**src/hw/rtl/dtip_pkg.sv**
```systemverilog
// ----------------------------------------------------------------------------
// dtip_pkg
// Types, codes and constants shared by the decimal text parser modules.
// ----------------------------------------------------------------------------
package dtip_pkg;

  // Default for the longest string the parser accepts, in characters.
  localparam int unsigned MaxCharsDefault = 11;

  // Width of the configuration register index.
  localparam int unsigned CfgIdxW = 2;

  // Configuration register indexes.
  typedef enum logic [CfgIdxW-1:0] {
    CFG_CONVERT_LENGTH = 2'd0,
    CFG_IGNORE_ZERO    = 2'd1,
    CFG_NARROW_MODE    = 2'd2
  } cfg_idx_e;

  // Character codes.
  localparam logic [7:0] ChTerm  = 8'h00;
  localparam logic [7:0] ChMinus = 8'h2d;
  localparam logic [7:0] ChZero  = 8'h30;
  localparam logic [7:0] ChNine  = 8'h39;

  // The magnitude is held saturating just above the int32 range: any value
  // past the largest negative magnitude fails, so nothing more is needed.
  localparam int unsigned AccW = 33;
  localparam logic [AccW-1:0] AccSat = 33'h1_0000_0000;

  // Range limits on the magnitude of a positive result.
  localparam logic [AccW-1:0] LimWide   = 33'h0_7fff_ffff;
  localparam logic [AccW-1:0] LimNarrow = 33'h0_0000_7fff;

  // Parse phases, one-hot.
  typedef enum logic [5:0] {
    PH_START      = 6'b000001,
    PH_AFTER_SIGN = 6'b000010,
    PH_LEAD_ZERO  = 6'b000100,
    PH_ZEROS      = 6'b001000,
    PH_DIGITS     = 6'b010000,
    PH_WAIT       = 6'b100000
  } phase_e;

  typedef struct packed {
    logic [7:0] convert_length;
    logic       ignore_zero;
    logic       narrow_mode;
  } cfg_t;

  typedef struct packed {
    phase_e          phase;
    logic [7:0]      position;
    logic            negative;
    logic [AccW-1:0] acc;
    logic            failed;
  } parse_t;

  localparam parse_t ParseReset = '{
    phase:    PH_START,
    position: 8'd0,
    negative: 1'b0,
    acc:      '0,
    failed:   1'b0
  };

endpackage

```
**src/hw/rtl/dtip_step.sv**
```systemverilog
// ----------------------------------------------------------------------------
// dtip_step
// Next-state and result logic for one string byte of the decimal parser.
// ----------------------------------------------------------------------------
module dtip_step #(
  parameter int unsigned MaxChars = dtip_pkg::MaxCharsDefault
) (
  input  dtip_pkg::parse_t cur_i,
  input  dtip_pkg::cfg_t   cfg_i,
  input  logic [7:0]       ch_i,
  output dtip_pkg::parse_t nxt_o,
  output logic [31:0]      value_o,
  output logic             ok_o
);
  import dtip_pkg::*;

  logic            is_digit;
  logic [3:0]      digit;
  logic            early;
  logic            too_long;
  logic [AccW+3:0] acc_x10;
  logic [AccW-1:0] acc_step;
  logic            take_first;
  logic            good;
  logic [AccW-1:0] lim;

  assign is_digit = (ch_i >= ChZero) && (ch_i <= ChNine);
  assign digit    = 4'(ch_i - ChZero);
  assign early    = (cfg_i.convert_length != 8'd0) &&
                    (({1'b0, cur_i.position} + 9'd1) >= {1'b0, cfg_i.convert_length});
  assign too_long = cur_i.position >= 8'(MaxChars);

  // Times ten as shift and add, then clamp.
  assign acc_x10  = ({4'b0, cur_i.acc} << 3) + ({4'b0, cur_i.acc} << 1) +
                    {{AccW{1'b0}}, digit};
  assign acc_step = (acc_x10 > {4'b0, AccSat}) ? AccSat : acc_x10[AccW-1:0];

  always_comb begin
    nxt_o      = cur_i;
    take_first = 1'b0;
    if (cur_i.position != 8'hff) begin
      nxt_o.position = cur_i.position + 8'd1;
    end
    case (cur_i.phase)
      PH_START, PH_AFTER_SIGN: begin
        if (cur_i.phase == PH_START && ch_i == ChMinus) begin
          nxt_o.negative = 1'b1;
          nxt_o.phase    = PH_AFTER_SIGN;
        end else if (ch_i == ChZero) begin
          if (cfg_i.convert_length == 8'd1) begin
            nxt_o.acc   = '0;
            nxt_o.phase = PH_WAIT;
          end else begin
            nxt_o.phase = PH_LEAD_ZERO;
          end
        end else begin
          take_first = 1'b1;
        end
      end
      PH_LEAD_ZERO, PH_ZEROS: begin
        if ((cur_i.phase == PH_LEAD_ZERO && !cfg_i.ignore_zero) || too_long) begin
          nxt_o.failed = 1'b1;
          nxt_o.phase  = PH_WAIT;
        end else if (ch_i == ChZero) begin
          nxt_o.phase = PH_ZEROS;
        end else begin
          take_first = 1'b1;
        end
      end
      PH_DIGITS: begin
        if (too_long || !is_digit) begin
          nxt_o.failed = 1'b1;
          nxt_o.phase  = PH_WAIT;
        end else begin
          nxt_o.acc = acc_step;
          if (early) begin
            nxt_o.phase = PH_WAIT;
          end
        end
      end
      default: ;
    endcase

    // First significant digit; accumulation may stop right on it.
    if (take_first) begin
      if (!is_digit) begin
        nxt_o.failed = 1'b1;
        nxt_o.phase  = PH_WAIT;
      end else begin
        nxt_o.acc   = {{(AccW-4){1'b0}}, digit};
        nxt_o.phase = early ? PH_WAIT : PH_DIGITS;
      end
    end
  end

  // Result for a terminator arriving in the current state.
  always_comb begin
    case (cur_i.phase)
      PH_LEAD_ZERO: good = 1'b1;
      PH_ZEROS:     good = !too_long;
      PH_DIGITS:    good = 1'b1;
      PH_WAIT:      good = !cur_i.failed;
      default:      good = 1'b0;
    endcase
  end

  assign lim  = (cfg_i.narrow_mode ? LimNarrow : LimWide) +
                {{(AccW-1){1'b0}}, cur_i.negative};
  assign ok_o = good && (cur_i.acc <= lim);

  always_comb begin
    if (!ok_o) begin
      value_o = '0;
    end else if (cur_i.negative) begin
      value_o = 32'd0 - cur_i.acc[31:0];
    end else begin
      value_o = cur_i.acc[31:0];
    end
  end

endmodule

```
**src/hw/rtl/decimal_text_to_int_parser.sv**
```systemverilog
// ----------------------------------------------------------------------------
// decimal_text_to_int_parser
// Parses a zero-terminated decimal string, one byte per beat, into a signed
// 32-bit value with a success flag.
// ----------------------------------------------------------------------------
//
//   channel  | direction | handshake                 | payload
//   ---------+-----------+---------------------------+--------------------------
//   input    | in        | in_valid_i / in_ready_o   | ch_i (8 bits)
//   result   | out       | out_valid_o / out_ready_i | value_o (32 s), ok_o
//   config   | in        | cfg_valid_i / cfg_ready_o | cfg_index_i, cfg_data_i
//
// One byte per cycle, save the terminator stall below: a single pass of the
// step logic updates the parse state. Only the terminator makes a result
// beat, registered and valid the cycle after it is accepted. Reset clears
// the parse state, the result valid flag and the config registers. Ordinary
// bytes go on while a result waits; only a new terminator stalls until
// out_ready_i takes the waiting beat. Config writes never stall.
// ----------------------------------------------------------------------------
module decimal_text_to_int_parser #(
  parameter int unsigned MaxChars = dtip_pkg::MaxCharsDefault
) (
  input  logic                           clk_i,
  input  logic                           rst_ni,
  input  logic                           in_valid_i,
  output logic                           in_ready_o,
  input  logic [7:0]                     ch_i,
  output logic                           out_valid_o,
  input  logic                           out_ready_i,
  output logic signed [31:0]             value_o,
  output logic                           ok_o,
  input  logic                           cfg_valid_i,
  output logic                           cfg_ready_o,
  input  logic [dtip_pkg::CfgIdxW-1:0]   cfg_index_i,
  input  logic [7:0]                     cfg_data_i
);
  import dtip_pkg::*;

  // Configuration registers.
  cfg_t cfg_q;

  // Parse state carried from byte to byte.
  parse_t parse_q;
  parse_t parse_d;

  // Result register.
  logic        out_valid_q;
  logic [31:0] value_q;
  logic        ok_q;
  logic [31:0] step_value;
  logic        step_ok;

  logic in_fire;
  logic is_term;

  assign cfg_ready_o = 1'b1;

  // Configuration writes; an index past the list is dropped.
  always_ff @(posedge clk_i or negedge rst_ni) begin
    if (!rst_ni) begin
      cfg_q <= '0;
    end else if (cfg_valid_i) begin
      case (cfg_index_i)
        CFG_CONVERT_LENGTH: cfg_q.convert_length <= cfg_data_i;
        CFG_IGNORE_ZERO:    cfg_q.ignore_zero    <= cfg_data_i[0];
        CFG_NARROW_MODE:    cfg_q.narrow_mode    <= cfg_data_i[0];
        default: ;
      endcase
    end
  end

  // The terminator needs a free result slot; other bytes do not.
  assign is_term    = (ch_i == ChTerm);
  assign in_ready_o = !out_valid_q || out_ready_i || !is_term;
  assign in_fire    = in_valid_i && in_ready_o;

  dtip_step #(
    .MaxChars(MaxChars)
  ) u_step (
    .cur_i  (parse_q),
    .cfg_i  (cfg_q),
    .ch_i   (ch_i),
    .nxt_o  (parse_d),
    .value_o(step_value),
    .ok_o   (step_ok)
  );

  // Parse state: a terminator ends the string and starts a fresh one.
  always_ff @(posedge clk_i or negedge rst_ni) begin
    if (!rst_ni) begin
      parse_q <= ParseReset;
    end else if (in_fire) begin
      parse_q <= is_term ? ParseReset : parse_d;
    end
  end

  always_ff @(posedge clk_i or negedge rst_ni) begin
    if (!rst_ni) begin
      out_valid_q <= 1'b0;
    end else if (in_fire && is_term) begin
      out_valid_q <= 1'b1;
    end else if (out_ready_i) begin
      out_valid_q <= 1'b0;
    end
  end

  always_ff @(posedge clk_i) begin
    if (in_fire && is_term) begin
      value_q <= step_value;
      ok_q    <= step_ok;
    end
  end

  assign out_valid_o = out_valid_q;
  assign value_o     = value_q;
  assign ok_o        = ok_q;

endmodule

```
**config.mk**
```make
export PLATFORM = sky130hd
export DESIGN_NAME = decimal_text_to_int_parser
export DESIGN_NICKNAME = d
export VERILOG_FILES = /design/src/hw/rtl/dtip_pkg.sv /design/src/hw/rtl/dtip_step.sv /design/src/hw/rtl/decimal_text_to_int_parser.sv
export SDC_FILE = /design/constraint.sdc
export NUM_CORES = 1
export LEC_CHECK = 0
export ABC_AREA = 1
export BUFFER_PORTS_ARGS = -buffer_cell sky130_fd_sc_hd__buf_2
export CORE_UTILIZATION = 35
export CTS_CLUSTER_SIZE = 8
export DETAILED_ROUTE_END_ITERATION = 8
export PLACE_DENSITY_LB_ADDON = 0.25
export SYNTH_ARGS = -nofsm -noshare
export SYNTH_HDL_FRONTEND = slang
export SYNTH_HIERARCHICAL = 1
export SYNTH_SLANG_ARGS = --single-unit
export TNS_END_PERCENT = 50
```
**constraint.sdc**
```tcl
create_clock -name clk_i -period 5.1 [get_ports clk_i]
set_input_delay 0.255 -clock clk_i [delete_from_list [all_inputs] [get_ports clk_i]]
set_output_delay 0.255 -clock clk_i [all_outputs]
set_load 0.01 [all_outputs]
```
==> impl_results.md <==
* Post-Syn Nets at 1,636
* IO Pins at 59
* Area of the multi-input gates at 6480 um2
* # setup viols final at 0
* Ys flop type: dfrtp_1
* Largest net degree at the start of global routing at 51
* CP startpoint kind: flop
* Peak VDD IR at 0.214 mV
* Top cell type's share of synthesized area at 18.4%
* Slew Viols, Final at 0
* Max-slew headroom at 31.1%
* DP HPWL at 21,500 um
* Max cap viols at 0
* CTS tree: done
* Clock latency on the worst-skew pair at 0.34 ns
* Initial antenna violation count at 0
* H-tree depth at 3
* Synth top cells by count: nand2_1 (490), inv_1 (210), nor2_1 (170)
* TritonCTS Buffers at 9
* Post-layout minimum cycle time at 3.85 ns
* Final WL at 27,400 um
* CP endpoint kind: flop
* Reg clk slew, reported paths at 0.07 ns
* Vias in the first global route at 9,139
* Seq. cell area at 2490 um2
* Layout Nets at 1,684
* # fillers at 3,059
* GPL Wtd Cong at 0.870
* Layout area overhead at 9.23%
* Reg2reg start: parse_q[1]
* Worst Path Max Fanout at 32
* Final ANT Viol Nets at 0
* Count of different cell masters after synthesis at 56
* Grt total ovfl at 0
* Seq/Total Area, Yosys at 25.0%
* Share of cells above drive strength 1 at 11.8%
* Die ar. at 29,200 um2
* EDFF count, synth at 33
* Area leader, netlist: nand2_1
* Vias at 9,504
* Path category of the worst min-delay check: in2reg
* Worst Path Required at 5.38 ns
* HP Start: cfg_data_i[2]
* Fin Setup TNS at 0 ns
* Pwr per Cell Area at 276 nW/um2
* Global-route wire length before repair at 44,500 um
* Root cell of the clock tree: clkbuf_16
* Fmax at 260 MHz
* Overall Global Routing Usage at 19.2%
* Critical Path AT at 4.13 ns
* Postcts setup bufs at 0
* FP Rows at 61
* Avg Synthesized Cell Area at 6.65 um2
* Crit path from: parse_q[1]
* Clk_skew at 0.0104 ns
* YS warnings at 6
* Clk buf depth at 2
* Status: complete, no violations
* I/O Buffers at 57
* Synthesized instance count at 1,502
* Worst hold stages at 2
* R2r endpoint: parse_q[29]
* Worst-Margin Slew at 1.03 ns
* Die Span X at 171 um
* Chip height at 171 um
* Largest cells by area after synthesis: nand2_1 (18%), dfrtp_1 (15%), ha_1 (14%)
* Fin. Hold Viols at 0
* Synth Cell Area at 9990 um2
* Seq cells post-synth at 93
* Endpoint, Worst Hold: cfg_q[4]
* R2R depth at 22
* Length of the first detailed-routing pass in iterations at 5
* Power Total at 3.01 mW
* P_leak at 5.82 nW
* CTS sink cnt at 93
* Initial Util at 35.8%
* Async S/R FF share, synth at 64.5%
* Worst R2R Setup Slack at 1.25 ns
* Initial DRC count at 607
* Worst setup path category: reg2reg
* Most frequent cell after synthesis: nand2_1
* Drt drc at 0
* Drt wl/cell at 14.2 um
* Vias per inst at 4.91
* RSZ-0062 raised after global routing: no
* Crit share post-route at 75.4%
* Core Area at 27,900 um2
## kinds of logic after synthesis
family	Yosys count	share of synthesized area, %
compound gates	168	9.94
simple gates	840	36.8
fa+ha+maj	111	14.0
flops	93	25.0
buf+inv	246	10.3
mux	7	0.789
other cells	1	0.0375
xor+xnor	36	3.16
## flip-flops by register name, summed over array words and instances, names as in the netlist
name,count
ok_o,1
out_valid_o,1
parse_q,49
cfg_q,10
value_o,32
## report_power, final
group	total (mW)	internal (mW)	switching, mW	leakage (nW)
Combinational	1.38	0.451	0.933	4.56
Sequential	0.941	0.858	0.0837	1.12
Clock	0.683	0.396	0.287	0.144
Total	3.01	1.70	1.30	5.82
## metal layers
metal	up-vias	global-route usage [%]	part of all wire, %
met5	-	0	0
met4	0	6.13	2.9
met3	42	2.17	3.4
met2	184	34.0	47
met1	4356	24.0	47
li1	4922	-	-
## final cells by class
type                       count  area share [%]
multi-input combinational   1163            59.3
sequential                    93            22.8
inverter                     216            7.43
tap                          378            4.33
timing repair buffer          67            3.32
clock buffer                  13            2.29
clock inverter                 3           0.413
antenna                        1          0.0229
## through the flow
step                      cells  hold WS (ns)  util (%)  worst slack, ns  cell area (um2)
final                      1934         0.144      39.1             1.25            10900
after CTS                  1933         0.132      39.1             1.26            10900
after global routing       1933         0.127      39.1            0.852            10900
after floorplan            1502       -0.0406         -             1.72             9990
after global placement     1916         0.173      38.0             1.39            10600
after detailed placement   1916         0.174      38.0             1.30            10600
## worst max-delay path by stage
stage,to,cells after the start
final,parse_q[29],22
after global routing,parse_q[29],20
after CTS,parse_q[29],22
after detailed placement,parse_q[29],22
after global placement,parse_q[25],20
after floorplan,value_o[10],16
## worst max-delay path, cell delays in order (launching register included)
cell	delay [ns]
dfrtp_1	0.40
inv_1	0.24
fa_1	0.52
fa_1	0.49
inv_1	0.09
nand2_1	0.05
nand2_1	0.13
nand3_2	0.10
nand2_2	0.12
nand2_1	0.07
nand2_2	0.09
nand2_1	0.09
nand3_2	0.08
nand2_1	0.06
nor2_1	0.09
nand2_1	0.05
nor2_1	0.20
nand2_2	0.10
nand2_4	0.38
nand3_1	0.13
a21oi_1	0.16
nand2_1	0.07
nand2_1	0.08
## placed cells by master, fill, tap and decap left out, drive strengths merged, types with 3 or more instances in the layout
master and n:
a211oi 3, a21o 3, a21oi 101, a31oi 8, and2 6, buf 66, clkbuf 13, dfrtp 59
edfxtp 33, ha 109, inv 216, mux2 7, nand2 511, nand3 87, nand3b 4, nand4 21
nor2 180, nor3 18, nor4 9, o21ai 38, o21bai 4, xnor2 12, xor2 24
## timing repair
action	4_1_cts	5_1_grt
gates resized for setup	0	0
endpoints found under the setup margin	0	0
endpoints found under the hold margin	10	0
hold buffers	1	0
No activity file was read; power rests on OpenSTA's default activity.
